## config.mk

```make
export PLATFORM = sky130hd
export DESIGN_NAME = scr_alu
export DESIGN_NICKNAME = d
export VERILOG_FILES = /design/src/rtl/core/segment_capacity_reservation_core_defines.svh /design/src/rtl/core/scr_pkg.sv /design/src/rtl/core/scr_alu.sv
export SDC_FILE = /design/constraint.sdc
export NUM_CORES = 1
export LEC_CHECK = 0
export ABC_AREA = 1
export BUFFER_PORTS_ARGS = -buffer_cell sky130_fd_sc_hd__clkbuf_2
export CELL_PAD_IN_SITES_DETAIL_PLACEMENT = 0
export CELL_PAD_IN_SITES_GLOBAL_PLACEMENT = 1
export CORE_MARGIN = 2
export CORE_UTILIZATION = 34
export DETAILED_ROUTE_END_ITERATION = 10
export PLACE_DENSITY_LB_ADDON = 0.1
export REMOVE_ABC_BUFFERS = 1
export SLEW_MARGIN = 0
export SYNTH_ARGS = -nofsm -noshare
export SYNTH_HDL_FRONTEND = slang
export SYNTH_SLANG_ARGS = --single-unit
```

## constraint.sdc

```tcl
create_clock -name vclk -period 2.3
set_input_delay 0.115 -clock vclk [all_inputs]
set_output_delay 0.115 -clock vclk [all_outputs]
set_load 0.03 [all_outputs]
```

## src/rtl/core/segment_capacity_reservation_core_defines.svh

```systemverilog
// Assertion macros used by the core, which checks its own logic.
`ifndef SEGMENT_CAPACITY_RESERVATION_CORE_DEFINES_SVH
`define SEGMENT_CAPACITY_RESERVATION_CORE_DEFINES_SVH

// The consequent must hold in the same cycle as the antecedent.
`define SCR_ASSERT_SAME(label, clk, rst, ante, cons, msg) \
   label: assert property (@(posedge clk) disable iff (rst) (ante) |-> (cons)) \
      else $error(msg);

// The consequent must hold in the cycle after the antecedent.
`define SCR_ASSERT_NEXT(label, clk, rst, ante, cons, msg) \
   label: assert property (@(posedge clk) disable iff (rst) (ante) |=> (cons)) \
      else $error(msg);

`endif

```

## src/rtl/core/scr_pkg.sv

```systemverilog
package scr_pkg;

   localparam int DEF_MAX_STATIONS = 2048;
   localparam int DEF_AMOUNT_BITS  = 16;

   localparam int STATION_W = 12;
   localparam int AMOUNT_W  = 16;
   localparam int CAP_W     = 16;
   localparam int TOTAL_W   = 32;

   localparam int CSR_DATA_W = 32;
   localparam int CSR_ADDR_W = 3;

   localparam logic CSR_IDX_CAPACITY = 1'b0;
   localparam logic CSR_IDX_STATIONS = 1'b1;

   typedef enum logic [2:0] {
      ST_FILL,
      ST_IDLE,
      ST_CHECK,
      ST_MIN,
      ST_GRANT,
      ST_SUB,
      ST_DONE
   } state_type;

   typedef struct packed {
      logic                 begin_job;
      logic [STATION_W-1:0] start_station;
      logic [STATION_W-1:0] end_station;
      logic [AMOUNT_W-1:0]  amount;
      logic                 final_request;
   } req_type;

   typedef struct packed {
      logic [AMOUNT_W-1:0] granted;
      logic [TOTAL_W-1:0]  total_carried;
      logic                invalid;
      logic                job_done;
   } rsp_type;

   typedef struct packed {
      logic [CAP_W-1:0]     capacity;
      logic [STATION_W-1:0] stations_in_use;
   } cfg_type;

endpackage

```

## src/rtl/core/scr_alu.sv

```systemverilog
module scr_alu
   import scr_pkg::*;
#(
   parameter int WIDTH = DEF_AMOUNT_BITS
) (
   input  logic [WIDTH-1:0] a,
   input  logic [WIDTH-1:0] b,
   output logic [WIDTH-1:0] diff,
   output logic             borrow
);

   logic [WIDTH:0] full;

   assign full   = {1'b0, a} - {1'b0, b};
   assign diff   = full[WIDTH-1:0];
   assign borrow = full[WIDTH];

endmodule

```

Word-level counts from Yosys, hierarchy flattened
Index checks and enable logic that the tools add are counted.
{"block": "word_totals", "register_bits": 0, "elab_cells": 1, "out_inout_bits": 17, "input_bits": 32}
{"block": "classes", "add_sub_neg": 1}
{"cell": "$sub A16 B16 Y17", "n": 1}

Longest topological paths before layout
{"block": "logic_depth", "depth_word": 1, "ltp_mapped": 11, "mapped_depth_nobuf": 11}

Worst setup path after synthesis
No wires, ideal clock.
{"block": "synth_path", "kind": "in2out", "start": "input a[0]", "end": "output diff[8]", "slack_ps": 553, "arrival_ps": 1632, "path_stages": 9, "required_ps": 2185, "n_path_buf": 0, "cell_sequence": "inv_1 ha_1 fa_1 inv_1 nand3_1 nand3_1 nand2_1 nand3_1 xor2_1"}
{"block": "synth_via", "elab_chain_cells": 1}
{"element": "from (decl)", "line_no": "scr_alu.sv:6", "text": "input logic [WIDTH-1:0] a,"}
{"element": "$sub A16 B16 Y17", "line_no": "scr_alu.sv:14", "text": "assign full = {1'b0, a} - {1'b0, b};"}
{"element": "to (decl)", "line_no": "scr_alu.sv:8", "text": "output logic [WIDTH-1:0] diff,"}
Every way passes these cells.

Final worst setup path
Ends and elaborated chain as after synthesis.

==> impl_metrics.ini <==
[status]
status = complete, no violations

[critical_path]
crit_path_max_fanout = 3
startpoint_type = primary input
critPathArrivalTime_ps = 1710
end_kind = primary output
required_ps = 2180
crit_type = in2out

[global_routing]
grt_pass1_wl_mm = 4.04
grt_use_total_pct = 13.8
grt_max_degree = 7
overflow = 0
antenna_found_initial = 0
first_global_vias = 986

[cts]
cts_resized = 0
ctsHoldBuffers = 0
post_cts_buffers = 0

[synthesis]
syn_inst = 209
synth_common_cells = nand2_1 (76), inv_1 (53), ha_1 (16), nand3_1 (14)
yosysMostFrequentCell = nand2_1
yosys.area.top_type = nand2_1
synth_area_leaders = nand2_1 (27%), ha_1 (19%), inv_1 (19%)
synth_top_area_share_pct = 26.8
netlist_area_sq_mm = 0.00106
synthDistinctLibCells = 19
avgSynthCellArea_sq_um = 5.09
ys_seq_area_share_pct = 0
yosysWarnings = 0

[floorplan]
ioPinCount = 49
dieHeight_microns = 60.0
initial_core_util_pct = 35.2
die_w_microns = 60.0
dieArea_sq_mm = 0.00360
coreArea_sq_mm = 0.00303
row_count = 20

[cells_and_area]
n_clock_buffer = 0
antenna_cells = 0
drive_above_1_share_pct = 25.6
regArea_sq_um = 0
finalNetCount = 309
design.seq.count = 0
area_growth_pct = 28.2

[timing]
hold_viol_final = 0
final.setup.tns_ps = 0
final-max-slew-violation-count = 0
fmax_ghz = 0.548
max_slew_margin_pct = 86.5
setup_viol = 0
fin_crit_sh_pct = 79.3
period_minus_slack_ps = 1820
rsz0062_at_grt = no
worstMarginPinSlew_ps = 202

[power]
power.switching_uw = 305
clkPwrFrac_pct = 0
p_seq_share_pct = 0
pwr-share-comb_pct = 100.0
p_leak_nw = 0.971
power.total_uw = 457
switching_share_pct = 66.7
max-vdd-ir-drop_mv = 0.198
powerDensity_mw_per_mm2 = 335
intPower_uw = 152

[drt]
ant_nets = 0
drcViolationCount = 0
vias_per_cell = 4.09
first_pass_iters = 4
num_vias = 1234
post_drt_wl_per_cell_microns = 7.88
wl_mm = 2.38
drt_iter0_drc = 31

[flow_run]
drv_cap = 0

[placement]
hpwl_mm = 2.24
place.gp.congestion = 0.761
io_buffers = 49

[hold_path]
hp-class = in2out
==> power by group through the flow <==
stage	clock network, mW	logic, mW	registers, mW
floorplan	0	0.340	0
global placement	0	0.464	0
detailed placement	0	0.464	0
CTS	0	0.465	0
global route	0	0.513	0
finish	0	0.457	0
==> cell families (layout without fill, tap and decap cells) <==
family,after synthesis,in the layout,share of synthesized area (%)
and+or+nand+nor,114,114,46.3
buffers and inverters,59,108,20.8
xor gates and xnor gates,7,7,5.76
AOI/OAI and AO/OA,12,12,6.46
adders and majority gates,17,17,20.7
==> critical path, cell delays in order <==
cell and delay [ps]:
clkbuf_2 70, inv_1 30, ha_1 210, fa_1 410, inv_1 90, nand3_1 70
nand3_1 130, nand2_1 60, nand3_1 120, xor2_1 180, clkbuf_2 230
==> stage by stage <==
stage | cell area [sq um] | hold WS (ps) | util, % | cells | worst slack, ps
2_1_floorplan | 1060 | 445 | - | 209 | 553
3_3_place_gp | 1370 | 616 | 45.1 | 302 | 504
3_5_place_dp | 1370 | 623 | 45.1 | 302 | 458
4_1_cts | 1370 | 624 | 45.1 | 302 | 447
5_1_grt | 1370 | 627 | 45.1 | 302 | 321
6_report | 1370 | 617 | 45.1 | 302 | 475
==> layer usage <==
metal / part of all wire [%] / vias up / global-route usage (%)
li1: - / 718 / -
met4: 0 / 0 / 0
met1: 55 / 488 / 21.8
met3: 3.6 / 0 / 0
met2: 41 / 28 / 22.2
met5: 0 / - / 0
==> worst paths after layout <==
path	slack (ps)	from	end	cells after the start
setup / recovery	480	a[0]	diff[8]	11
hold / removal	620	b[0]	diff[0]	4
==> layout make-up <==
type	instances	area (sq um)
fill	362	1660
multi-input combinational	150	843
tap	44	55.1
timing repair buffer	49	245
inverter	59	221
==> cells in the final DEF, fill, tap and decap left out <==
master    count
nor2_1        9
nand3_1      14
o21a_1        1
a21oi_2       1
xnor2_1       2
nor3_1        1
inv_1        53
o21bai_1      1
inv_2         5
nand4_1       2
ha_1         16
fa_1          1
or2_1         1
clkinv_1      1
nand2_2       8
nand2_1      76
clkbuf_2     49
xor2_1        5
nor3_2        3
a21oi_1       9
(Power assumes the default switching activity.)
