<file path="config.mk">
export PLATFORM = sky130hd
export DESIGN_NAME = scr_csr
export DESIGN_NICKNAME = d
export VERILOG_FILES = /design/src/rtl/core/segment_capacity_reservation_core_defines.svh /design/src/rtl/core/scr_pkg.sv /design/src/rtl/core/scr_csr.sv
export SDC_FILE = /design/constraint.sdc
export NUM_CORES = 1
export LEC_CHECK = 0
export BUFFER_PORTS_ARGS = -buffer_cell sky130_fd_sc_hd__buf_2
export CORE_MARGIN = 2
export CORE_UTILIZATION = 46
export CTS_BUF_LIST = sky130_fd_sc_hd__clkbuf_4 sky130_fd_sc_hd__clkbuf_8
export DETAILED_ROUTE_END_ITERATION = 10
export PLACE_DENSITY = 0.9
export SLEW_MARGIN = 10
export SYNTH_ARGS = -nofsm -noshare
export SYNTH_HDL_FRONTEND = slang
export SYNTH_SLANG_ARGS = --single-unit
</file>
<file path="constraint.sdc">
create_clock -name clock -period 2.4 [get_ports clock]
set_clock_uncertainty 0.2 [all_clocks]
set_input_delay 0.48 -clock clock [delete_from_list [all_inputs] [get_ports clock]]
set_output_delay 0.48 -clock clock [all_outputs]
set_load 0.1 [all_outputs]
</file>
<file path="src/rtl/core/segment_capacity_reservation_core_defines.svh">
// Assertion macros used by the core, which checks its own logic.
`ifndef SEGMENT_CAPACITY_RESERVATION_CORE_DEFINES_SVH
`define SEGMENT_CAPACITY_RESERVATION_CORE_DEFINES_SVH

// The consequent must hold in the same cycle as the antecedent.
`define SCR_ASSERT_SAME(label, clk, rst, ante, cons, msg) \
   label: assert property (@(posedge clk) disable iff (rst) (ante) |-> (cons)) \
      else $error(msg);

// The consequent must hold in the cycle after the antecedent.
`define SCR_ASSERT_NEXT(label, clk, rst, ante, cons, msg) \
   label: assert property (@(posedge clk) disable iff (rst) (ante) |=> (cons)) \
      else $error(msg);

`endif

</file>
<file path="src/rtl/core/scr_pkg.sv">
package scr_pkg;

   localparam int DEF_MAX_STATIONS = 2048;
   localparam int DEF_AMOUNT_BITS  = 16;

   localparam int STATION_W = 12;
   localparam int AMOUNT_W  = 16;
   localparam int CAP_W     = 16;
   localparam int TOTAL_W   = 32;

   localparam int CSR_DATA_W = 32;
   localparam int CSR_ADDR_W = 3;

   localparam logic CSR_IDX_CAPACITY = 1'b0;
   localparam logic CSR_IDX_STATIONS = 1'b1;

   typedef enum logic [2:0] {
      ST_FILL,
      ST_IDLE,
      ST_CHECK,
      ST_MIN,
      ST_GRANT,
      ST_SUB,
      ST_DONE
   } state_type;

   typedef struct packed {
      logic                 begin_job;
      logic [STATION_W-1:0] start_station;
      logic [STATION_W-1:0] end_station;
      logic [AMOUNT_W-1:0]  amount;
      logic                 final_request;
   } req_type;

   typedef struct packed {
      logic [AMOUNT_W-1:0] granted;
      logic [TOTAL_W-1:0]  total_carried;
      logic                invalid;
      logic                job_done;
   } rsp_type;

   typedef struct packed {
      logic [CAP_W-1:0]     capacity;
      logic [STATION_W-1:0] stations_in_use;
   } cfg_type;

endpackage

</file>
<file path="src/rtl/core/scr_csr.sv">
module scr_csr
   import scr_pkg::*;
(
   input  logic                  clock,
   input  logic                  reset,
   input  logic                  psel,
   input  logic                  penable,
   input  logic                  pwrite,
   input  logic [CSR_ADDR_W-1:0] paddr,
   input  logic [CSR_DATA_W-1:0] pwdata,
   output logic [CSR_DATA_W-1:0] prdata,
   output logic                  pready,
   output cfg_type               cfg
);

   logic [CAP_W-1:0]     capacity_ff, capacity_in;
   logic [STATION_W-1:0] stations_ff, stations_in;
   logic                 reg_idx;
   logic                 wr_en;

   assign reg_idx = paddr[2];
   assign wr_en   = psel && penable && pwrite;
   assign pready  = 1'b1;

   always_comb begin
      capacity_in = capacity_ff;
      stations_in = stations_ff;
      if (wr_en) begin
         case (reg_idx)
            CSR_IDX_CAPACITY: capacity_in = pwdata[CAP_W-1:0];
            CSR_IDX_STATIONS: stations_in = pwdata[STATION_W-1:0];
            default: ;
         endcase
      end
   end

   always_ff @(posedge clock) begin
      if (reset) begin
         capacity_ff <= '0;
         stations_ff <= STATION_W'(2048);
      end else begin
         capacity_ff <= capacity_in;
         stations_ff <= stations_in;
      end
   end

   always_comb begin
      case (reg_idx)
         CSR_IDX_CAPACITY: prdata = CSR_DATA_W'(capacity_ff);
         CSR_IDX_STATIONS: prdata = CSR_DATA_W'(stations_ff);
         default:          prdata = '0;
      endcase
   end

   assign cfg.capacity        = capacity_ff;
   assign cfg.stations_in_use = stations_ff;

endmodule

</file>
== After elaboration in Yosys (flattened, before gate mapping) ==
Cells that the tools add are included.
Word-level totals
  logic and storage cells: 8
  register bits: 28
Cells by class
  bitwise gates (word level): 1
  mux-type cells: 1
  reduce and logical (&&, ||, !) cells: 4
Operators by type and width (number)
  $pmux 32 s2: 1
  $reduce_and 2->1: 2
  $logic_and 1x1->1: 2
  $not 1->1: 1

== Logic depth before layout (Yosys ltp) ==
Gate-level depths: netlist of the first run.
  word-level depth: 3
  gate-level depth with buffers: 5
  depth with buffers taken out: 2

== Least setup slack after synthesis of the first run ==
OpenSTA, ideal clock, no wires.
  kind: reg2out
  start point: register capacity_ff[12]
  end point: output port prdata[12]
  data arrival time: 2.392 ns
  stages on the path, launching flop included: 2
  path slack: -0.672 ns
  cells stage by stage: dfxtp_1 > nor2b_1
Between the ends
  cells in the longest elaborated chain, start to end: 1
Ends and longest elaborated chain
  start: declaration: RTL line scr_csr.sv:16  | logic [CAP_W-1:0] capacity_ff, capacity_in;
  start signal: assignment: RTL line scr_csr.sv:42  | capacity_ff <= capacity_in;
  $pmux 32 s2: RTL line scr_csr.sv:48  | case (reg_idx)
  end: declaration: RTL line scr_csr.sv:11  | output logic [CSR_DATA_W-1:0] prdata,
No other way between the ends. The select of a mux whose other input is x is not followed.

== Final worst setup path of the first run ==
  start point: input port paddr[2]
  end point: output port prdata[9]
Between the ends
  cells in the longest elaborated chain, start to end: 2
Ends and longest elaborated chain
  start: declaration: RTL line scr_csr.sv:9  | input logic [CSR_ADDR_W-1:0] paddr,
  $not 1->1 (no source line)
  $pmux 32 s2 *: RTL line scr_csr.sv:48
Mark *: on every way between the ends. The rest lies on a longest branch, timed or not. The select of a mux whose other input is x is not followed.

==> impl_metrics.json, run 1 <==
{
  "outcome": "complete, no violations",
  "hold_end": "capacity_ff[15]$_SDFFE_PP0P_",
  "via_count": 1129,
  "antenna_left": 0,
  "layout_setup_ws_ns": 0.1694,
  "track_usage_pct": 14.50,
  "synth_area_leaders": "dfxtp_1 37%, mux2i_1 18%, nand2b_1 18%, mux2_2 8.9%, buf_4 8.4%",
  "worst-setup-path-type": "in -> out",
  "antenna_found_initial": 0,
  "multi_input_area_sq_um": 844.6,
  "fin_setup_tns_ns": 0,
  "final-instance-count-excl-fill": 253,
  "netlist_top_cells_count": "43 x nand2b_1, 28 x dfxtp_1, 28 x mux2i_1",
  "htreeDepth": 1,
  "synth-async-reset-ratio_pct": 0,
  "rows": 20,
  "cts_tree": "built",
  "clock-sinks": 28,
  "rsz0062_at_grt": "no",
  "r2r_end": "capacity_ff[2]$_SDFFE_PP0P_",
  "hp-start": "pwdata[15]",
  "wl_per_cell_microns": 10.62,
  "maxCapViolCount": 0,
  "cts_resized": 0,
  "cts_buffer_depth": 2,
  "holdCritPathClass": "in -> reg",
  "critPathLaunchType": "input port",
  "grt_pass1_vias": 975,
  "reg2regPathDepth": 2,
  "grt_pass1_wl_microns": 4105,
  "ys_ff_latch": 28,
  "hold_depth": 3,
  "yosysMostFrequentCell": "nand2b_1",
  "period_share_pct": 92.94,
  "viasPerCell": 4.462,
  "slew_headroom_pct": 39.92,
  "cp.arrival_ns": 1.55,
  "first_pass_iters": 4,
  "hold_slack_ns": 0.1993,
  "post-place-ws_ns": 0.1666,
  "placed_area_sq_um": 1831,
  "die_h_microns": 61.44,
  "root_buffer": "clkbuf_4",
  "vdd_drop_max_v": 0.0005059,
  "grt_max_degree": 46,
  "io_pins": 101,
  "synth_area_sq_um": 1518,
  "ys_seq_area_share_pct": 36.93,
  "synth_edf_count": 0,
  "ys.flop_type": "dfxtp_1",
  "port_buffers": 65,
  "hold_viol_final": 0,
  "critPathRequiredTime_ns": 1.72,
  "drcViolationCount": 0,
  "die_w_microns": 61.44,
  "tightest_slew_ns": 0.9005,
  "gp_congestion": 0.6956,
  "globalRouteOverflowTotal": 0,
  "slew_violations": 0,
  "syn_inst": 150,
  "critPathCaptureType": "output port",
  "dieArea_sq_um": 3775,
  "wl_microns": 2687,
  "place_inst": 249,
  "cts_hold_buffers": 0,
  "start_util_pct": 48.91,
  "setup_viol": 0,
  "clk_pin_slew_worst_paths_ns": 0.14,
  "reg2reg_from": "capacity_ff[2]$_SDFFE_PP0P_",
  "total_power_mw": 1.125,
  "synthToLayoutAreaGrowth_pct": 24.07,
  "fmax_mhz": 448.3,
  "period_needed_ns": 2.231,
  "design_area_sq_um": 1883,
  "rrSetupSlack_ns": 1.58,
  "dp_hpwl_microns": 1995,
  "final_core_util_pct": 60.69,
  "critical_path.max_fanout": 19,
  "cts_buffers": 3,
  "register_area_sq_um": 560.5,
  "power_density_nw_per_um2": 597.3,
  "yosysWarnings": 0,
  "cts_setup_buffers": 0,
  "diodes": 0,
  "syn_area_per_cell_sq_um": 10.12,
  "drt-initial-drc-count": 12,
  "leakage_nw": 0.9508,
  "yosys.area.top_type": "dfxtp_1",
  "coreArea_sq_um": 3103,
  "drive_gt1_share_pct": 41.63,
  "fin_nets": 250,
  "synth_top_area_share_pct": 36.93,
  "synth_cell_type_count": 16,
  "insertion_delay_ns": 0.32,
  "fillerInstances": 288
}
==> cells by family (layout without fill, tap and decap cells) <==
group,count (synthesis),after routing,share of synthesized area (%)
buffers and inverters,27,71,13.11
flip-flops,28,28,36.93
multiplexers,40,40,27.37
other,2,17,0.4948
AND/OR/NAND/NOR,53,53,22.09
==> how the worst max path moves through the flow <==
stage | slack (ns) | start | endpoint | cells after the start
5_1_grt | 0.13 | paddr[2] | prdata[11] | 3
2_1_floorplan | 0.09 | capacity_ff[12]$_SDFFE_PP0P_ | prdata[12] | 1
6_report | 0.17 | paddr[2] | prdata[9] | 3
3_3_place_gp | 0.16 | paddr[2] | prdata[3] | 3
4_1_cts | 0.16 | paddr[2] | prdata[9] | 3
3_5_place_dp | 0.17 | paddr[2] | prdata[3] | 3
==> sequential cells by signal (all words and copies together), names as in the netlist <==
register,flops
capacity_ff,16
stations_ff,12
==> per-layer routing <==
layer  wire, microns  track usage [%]  vias to the layer above
met5               0                0                        -
met4              13            3.647                        0
met3             151            4.412                        2
met2            1299            26.44                       43
met1            1223            16.45                      506
li1                -                -                      578
==> power breakdown <==
part	total, mW	switching, mW	internal [mW]	leakage (nW)
sequential	0.482	0.00695	0.475	0.227
clock	0.303	0.134	0.169	0.0279
combinational	0.339	0.281	0.0584	0.696
==> worst max-delay path, cell delays in order <==
cell	delay, ns
buf_2	0.38
mux2_2	0.39
buf_2	0.29
==> final cells by class <==
class                   instances  share of cell area (%)
multi-input cells             110                   44.85
repair buffers                 67                   19.67
clock buffers                   3                   1.196
clock inverters                 1                   1.595
flip-flops and latches         28                   29.77
well taps                      44                   2.924
==> placed cells by master, fill, tap and decap left out <==
cell type and instances:
nor2b_4 4, conb_1 17, bufinv_16 1, mux2i_1 28, mux2_2 12, clkbuf_4 3, buf_12 2, buf_2 63
nor2_1 2, nand4_1 1, buf_4 2, nand4b_1 1, dfxtp_1 28, nand2b_1 43, and4_1 1, and4b_1 1
Power figures use the tool's default switching activity.
==> run 2: changes to the inputs <==
--- a/config.mk
+++ b/config.mk
@@ -5,6 +5,7 @@
 export SDC_FILE = /design/constraint.sdc
 export NUM_CORES = 1
 export LEC_CHECK = 0
+export ABC_AREA = 1
 export BUFFER_PORTS_ARGS = -buffer_cell sky130_fd_sc_hd__buf_2
 export CORE_MARGIN = 2
 export CORE_UTILIZATION = 46
==> run 2 against run 1 <==
  * Routed wire length up 27%
  * Final cell count increased by 34%
  * Via count is 34% higher
  * Synthesized cell count grew 59%
  * Clock power down 40%
  * Power increased by 2.5%
  * Combinational power increased by 40%
  * Sequential power increased by 3%
  * Worst hold slack worse by 0.0049 ns
  * Highest routed layer unchanged
  * Sequential share of layout area fell by 0.96 points
  * Flip-flop and latch count stayed put
  * Clock-buffer cell count is the same
==> impl_metrics.json, run 2 <==
{
  "critPathRequiredTime_ns": 1.72,
  "drive_gt1_share_pct": 35.47,
  "cpMostUsedCell": "nand2_1",
  "crit_chain": "buf_2, inv_1, buf_4, nand2_1, nand2_1, buf_12",
  "worst-setup-path-type": "in -> out",
  "setup_viol": 0,
  "cp.depth": 6,
  "cts_hold_buffers": 0,
  "clk_pin_slew_worst_paths_ns": 0.13,
  "coreArea_sq_um": 3078,
  "place_inst": 337,
  "cp.arrival_ns": 1.36,
  "drt-initial-drc-count": 46,
  "cts_setup_buffers": 0,
  "synthToLayoutAreaGrowth_pct": 36.25,
  "diodes": 0,
  "path_delay_family": "buffers and inverters",
  "ys.flop_type": "dfxtp_1",
  "grt_pass1_wl_microns": 5375,
  "grt_max_degree": 29,
  "period_needed_ns": 2.039,
  "crit_end": "prdata[8]",
  "design_area_sq_um": 2046,
  "period_share_pct": 84.97,
  "cpMaxStageDelayCell": "buf_4",
  "via_count": 1516,
  "max_stage_delay_ns": 0.23,
  "final-instance-count-excl-fill": 340,
  "fin_nets": 338,
  "grt_pass1_vias": 1327,
  "yosys.area.top_type": "dfxtp_1",
  "die_w_microns": 61.13,
  "largest_register": "capacity_ff",
  "rows": 20,
  "largest_reg_flops": 16,
  "outcome": "complete, no violations",
  "vdd_drop_max_v": 0.0003250,
  "cts_buffers": 3,
  "dp_hpwl_microns": 2572,
  "fin_setup_tns_ns": 0,
  "final_core_util_pct": 66.46,
  "path_buf_inv": 4,
  "synth_top_area_share_pct": 37.33,
  "io_pins": 101,
  "crit_start": "paddr[2]",
  "power_density_nw_per_um2": 563.4,
  "cts_buffer_depth": 2,
  "wl_per_cell_microns": 10.05,
  "synth_cell_type_count": 15,
  "synth_area_sq_um": 1501,
  "synth-async-reset-ratio_pct": 0,
  "insertion_delay_ns": 0.31,
  "rrSetupSlack_ns": 1.58,
  "netlist_top_cells_count": "65 x nand2_1, 58 x nor2_1, 28 x dfxtp_1, 28 x nand3_1, 22 x inv_1",
  "rsz0062_at_grt": "no",
  "final_common_cell": "nand2_1",
  "syn_area_per_cell_sq_um": 6.309,
  "drcViolationCount": 0,
  "cts_resized": 0,
  "dieArea_sq_um": 3737,
  "slew_headroom_pct": 62.29,
  "post-place-ws_ns": 0.3554,
  "htreeDepth": 1,
  "ys_ff_latch": 28,
  "viasPerCell": 4.459,
  "final_cell_mix": "64 x nand2_1, 54 x nor2_1, 52 x buf_2",
  "track_usage_pct": 19.02,
  "first_pass_iters": 4,
  "reg2reg_from": "stations_ff[11]$_SDFFE_PP1P_",
  "critical_path.max_fanout": 19,
  "gp_congestion": 0.7674,
  "yosysMostFrequentCell": "nand2_1",
  "r2r_end": "stations_ff[11]$_SDFFE_PP1P_",
  "hold_slack_ns": 0.1944,
  "synth_area_leaders": "dfxtp_1 37%, nand2_1 16%, nor2_1 14%, buf_4 10%, nand3_1 9.3%",
  "layout_setup_ws_ns": 0.3608,
  "fmax_mhz": 490.4,
  "slew_violations": 0,
  "holdCritPathClass": "in -> reg",
  "root_buffer": "clkbuf_4",
  "critPathCaptureType": "output port",
  "die_h_microns": 61.13,
  "yosysWarnings": 0,
  "syn_inst": 238,
  "reg_top3": "capacity_ff (16), stations_ff (12)",
  "wl_microns": 3416,
  "synth_edf_count": 0,
  "cts_tree": "built",
  "leakage_nw": 1.091,
  "tightest_slew_ns": 0.5643,
  "total_power_mw": 1.152,
  "clock-sinks": 28,
  "maxCapViolCount": 0,
  "port_buffers": 65,
  "ys_seq_area_share_pct": 37.33,
  "reg2regPathDepth": 2,
  "hold_viol_final": 0,
  "antenna_found_initial": 0,
  "antenna_left": 0,
  "critPathLaunchType": "input port",
  "globalRouteOverflowTotal": 0,
  "start_util_pct": 48.78,
  "placed_area_sq_um": 2023
}
==> run 2: final cells by class <==
| cell class | count | area, sq um |
|---|---|---|
| fill | 286 | 1032 |
| inverter | 23 | 86.33 |
| multi-input combinational | 173 | 742.0 |
| tap | 44 | 55.05 |
| sequential | 28 | 589.3 |
| timing repair buffer | 69 | 550.5 |
| clock buffer | 3 | 22.52 |
==> run 2: worst min path at each step <==
stage / from / end / slack [ns] / cells after the start
floorplan: pwdata[11] / stations_ff[11]$_SDFFE_PP1P_ / 0.41 / 2
global placement: capacity_ff[5]$_SDFFE_PP0P_ / capacity_ff[5]$_SDFFE_PP0P_ / 0.27 / 2
detailed placement: stations_ff[9]$_SDFFE_PP0P_ / stations_ff[9]$_SDFFE_PP0P_ / 0.27 / 2
CTS: pwdata[11] / stations_ff[11]$_SDFFE_PP1P_ / 0.19 / 3
global route: pwdata[11] / stations_ff[11]$_SDFFE_PP1P_ / 0.18 / 3
finish: pwdata[11] / stations_ff[11]$_SDFFE_PP1P_ / 0.19 / 3
==> run 2: logic make-up (layout without fill, tap and decap cells) <==
group / after synthesis / in the layout / synth area share [%]
and+or+nand+nor: 155 / 155 / 42.67
buffers and inverters: 52 / 95 / 19.17
DFF: 28 / 28 / 37.33
other: 2 / 17 / 0.5002
AOI/OAI and AO/OA: 1 / 1 / 0.3330
==> run 2: where the power goes <==
part	switching [mW]	internal, mW
registers	0.0116	0.484
clock network	0.123	0.0587
logic	0.389	0.0864
total	0.524	0.629
==> run 2: tightest hold or removal path, cell delays in order <==
cell	delay, ns
buf_2	0.09
nand2_1	0.05
nand3_1	0.07
==> run 2: metal layers <==
layer  track usage [%]  wire, microns
met1             20.62           1376
met2             36.02           1797
met3             3.151            216
met4             8.075             27
met5                 0              0
==> run 3: changes to the inputs <==
--- a/config.mk
+++ b/config.mk
@@ -5,13 +5,13 @@
 export SDC_FILE = /design/constraint.sdc
 export NUM_CORES = 1
 export LEC_CHECK = 0
-export ABC_AREA = 1
+export ABC_AREA = 0
 export BUFFER_PORTS_ARGS = -buffer_cell sky130_fd_sc_hd__buf_2
 export CORE_MARGIN = 2
-export CORE_UTILIZATION = 46
+export CORE_UTILIZATION = 43
 export CTS_BUF_LIST = sky130_fd_sc_hd__clkbuf_4 sky130_fd_sc_hd__clkbuf_8
 export DETAILED_ROUTE_END_ITERATION = 10
-export PLACE_DENSITY = 0.9
+export PLACE_DENSITY = 0.85
 export SLEW_MARGIN = 10
 export SYNTH_ARGS = -nofsm -noshare
 export SYNTH_HDL_FRONTEND = slang
==> constraint.sdc (replaced) <==
create_clock -name clock -period 2 [get_ports clock]
set_clock_uncertainty 0.2 [all_clocks]
set_input_delay 0.4 -clock clock [delete_from_list [all_inputs] [get_ports clock]]
set_output_delay 0.4 -clock clock [all_outputs]
set_load 0.1 [all_outputs]
==> run 3 against run 2 <==
  * Non-clock buffer count stayed put
  * Power up 12%
  * Cell area grew 4.7%
  * Critical path depth down 2
  * Sequential power rose by 17%
  * Core utilization fell by 2.8 points
==> impl_metrics.json, run 3 (same netlist as run 1, synthesis figures left out) <==
{
  "top_layer": "met4",
  "p_sw_uw": 507.3,
  "multi_input_area_sq_um": 844.6,
  "r2r_end": "capacity_ff[10]$_SDFFE_PP0P_",
  "cts_hold_buffers": 0,
  "antenna_left": 0,
  "netSwitchingFraction_pct": 39.41,
  "hold_viol_final": 0,
  "first_pass_iters": 4,
  "wl_met3_microns": 212,
  "reg_top3": "capacity_ff (16), stations_ff (12)",
  "power_density_nw_per_um2": 601.0,
  "cp.depth": 4,
  "p_int_uw": 780.1,
  "path_buf_inv": 3,
  "reg2reg_from": "capacity_ff[10]$_SDFFE_PP0P_",
  "die_h_microns": 63.41,
  "rows": 21,
  "grt_max_degree": 46,
  "root_buffer": "clkbuf_4",
  "critPathRequiredTime_ns": 1.40,
  "outcome": "complete, no violations",
  "grt_pass1_vias": 1149,
  "grt_pass1_wl_microns": 5209,
  "cts_buffers": 3,
  "slew_violations": 0,
  "max_stage_delay_ns": 0.38,
  "wl_per_cell_microns": 11.75,
  "cpMaxStageDelayCell": "mux2_2",
  "m1WireLength_microns": 1313,
  "dp_hpwl_microns": 2302,
  "globalRouteOverflowTotal": 0,
  "fin_setup_tns_ns": 0,
  "leakage_nw": 1.012,
  "antenna_found_initial": 0,
  "crit_chain": "buf_2, buf_12, mux2_2, buf_12",
  "register_area_sq_um": 595.6,
  "largest_reg_flops": 16,
  "fillerInstances": 289,
  "path_delay_family": "buffers and inverters",
  "rsz0062_at_grt": "no",
  "period_needed_ns": 1.844,
  "total_power_mw": 1.287,
  "period_share_pct": 92.21,
  "maxCapViolCount": 0,
  "cts_tree": "built",
  "critical_path.max_fanout": 20,
  "io_pins": 101,
  "largest_register": "capacity_ff",
  "power_frac_seq_pct": 45.1,
  "drt-initial-drc-count": 32,
  "cts_buffer_depth": 2,
  "holdCritPathClass": "in -> reg",
  "wl_microns": 3020,
  "coreArea_sq_um": 3363,
  "final_core_util_pct": 63.69,
  "rrSetupSlack_ns": 1.17,
  "power_frac_clock_pct": 20.7,
  "tightest_slew_ns": 0.5234,
  "viasPerCell": 4.525,
  "dr_wl_met2_microns": 1479,
  "slew_headroom_pct": 65.11,
  "via_count": 1163,
  "crit_end": "prdata[7]",
  "start_util_pct": 45.13,
  "cts_resized": 0,
  "drcViolationCount": 0,
  "gp_congestion": 0.6573,
  "clk_pin_slew_worst_paths_ns": 0.14,
  "clock-sinks": 28,
  "cts_setup_buffers": 0,
  "worst-setup-path-type": "in -> out",
  "track_usage_pct": 15.97,
  "combPwrFrac_pct": 34.2,
  "diodes": 0,
  "fmax_mhz": 542.3,
  "final_common_cell": "buf_2",
  "vdd_drop_max_v": 0.0003195,
  "reg2regPathDepth": 2,
  "setup_viol": 0,
  "final_cell_mix": "49 x buf_2, 43 x nand2b_1, 28 x mux2i_1, 28 x dfxtp_2",
  "drive_gt1_share_pct": 55.45,
  "synthToLayoutAreaGrowth_pct": 41.14,
  "port_buffers": 65,
  "cpMostUsedCell": "buf_12",
  "die_w_microns": 63.41,
  "critPathCaptureType": "output port",
  "insertion_delay_ns": 0.31,
  "htreeDepth": 1,
  "cp.arrival_ns": 1.24,
  "fin_nets": 252,
  "crit_start": "paddr[2]",
  "critPathLaunchType": "input port",
  "dieArea_sq_um": 4021
}
run 3: per-stage QoR:
step	cell area (sq um)	hold WS, ns	std cells	setup WS (ns)
after detailed placement	2106	0.2654	253	0.1575
after global routing	2142	0.1030	257	0.1270
after floorplan	1639	0.3478	165	0.02311
final	2142	0.1172	257	0.1559
after global placement	2106	0.2615	253	0.1709
after CTS	2142	0.1033	257	0.1519
run 3: per-layer routing:
layer / GRT usage, % / up-vias
li1: - / 578
met1: 18.53 / 537
met2: 29.08 / 46
met3: 3.393 / 2
met4: 4.891 / 0
met5: 0 / -
run 3: worst register-to-register path, cell delays in order (launching register included):
cell and delay, ns:
dfxtp_2 0.37, nand2b_1 0.06, mux2i_1 0.13
run 3: worst min-delay path by stage:
stage / start / endpoint / slack (ns) / cells after the start
after global placement: capacity_ff[8]$_SDFFE_PP0P_ / capacity_ff[8]$_SDFFE_PP0P_ / 0.26 / 2
after CTS: pwdata[14] / capacity_ff[14]$_SDFFE_PP0P_ / 0.10 / 3
after global routing: pwdata[13] / capacity_ff[13]$_SDFFE_PP0P_ / 0.10 / 3
after floorplan: pwdata[11] / capacity_ff[11]$_SDFFE_PP0P_ / 0.35 / 2
final: pwdata[15] / capacity_ff[15]$_SDFFE_PP0P_ / 0.12 / 3
after detailed placement: capacity_ff[3]$_SDFFE_PP0P_ / capacity_ff[3]$_SDFFE_PP0P_ / 0.27 / 2
run 3: cell type report:
type / instances / area share, %
multi-input combinational: 110 / 39.43
clock buffer: 4 / 1.694
sequential: 28 / 27.80
timing repair buffer: 69 / 28.39
tap: 46 / 2.687
run 3: power by group through the flow:
stage / Combinational (mW) / Clock [mW] / Sequential, mW
global placement: 0.439 / 0 / 0.593
detailed placement: 0.441 / 0 / 0.594
global route: 0.456 / 0.310 / 0.584
finish: 0.440 / 0.266 / 0.581
floorplan: 0.297 / 0 / 0.682
CTS: 0.442 / 0.283 / 0.581
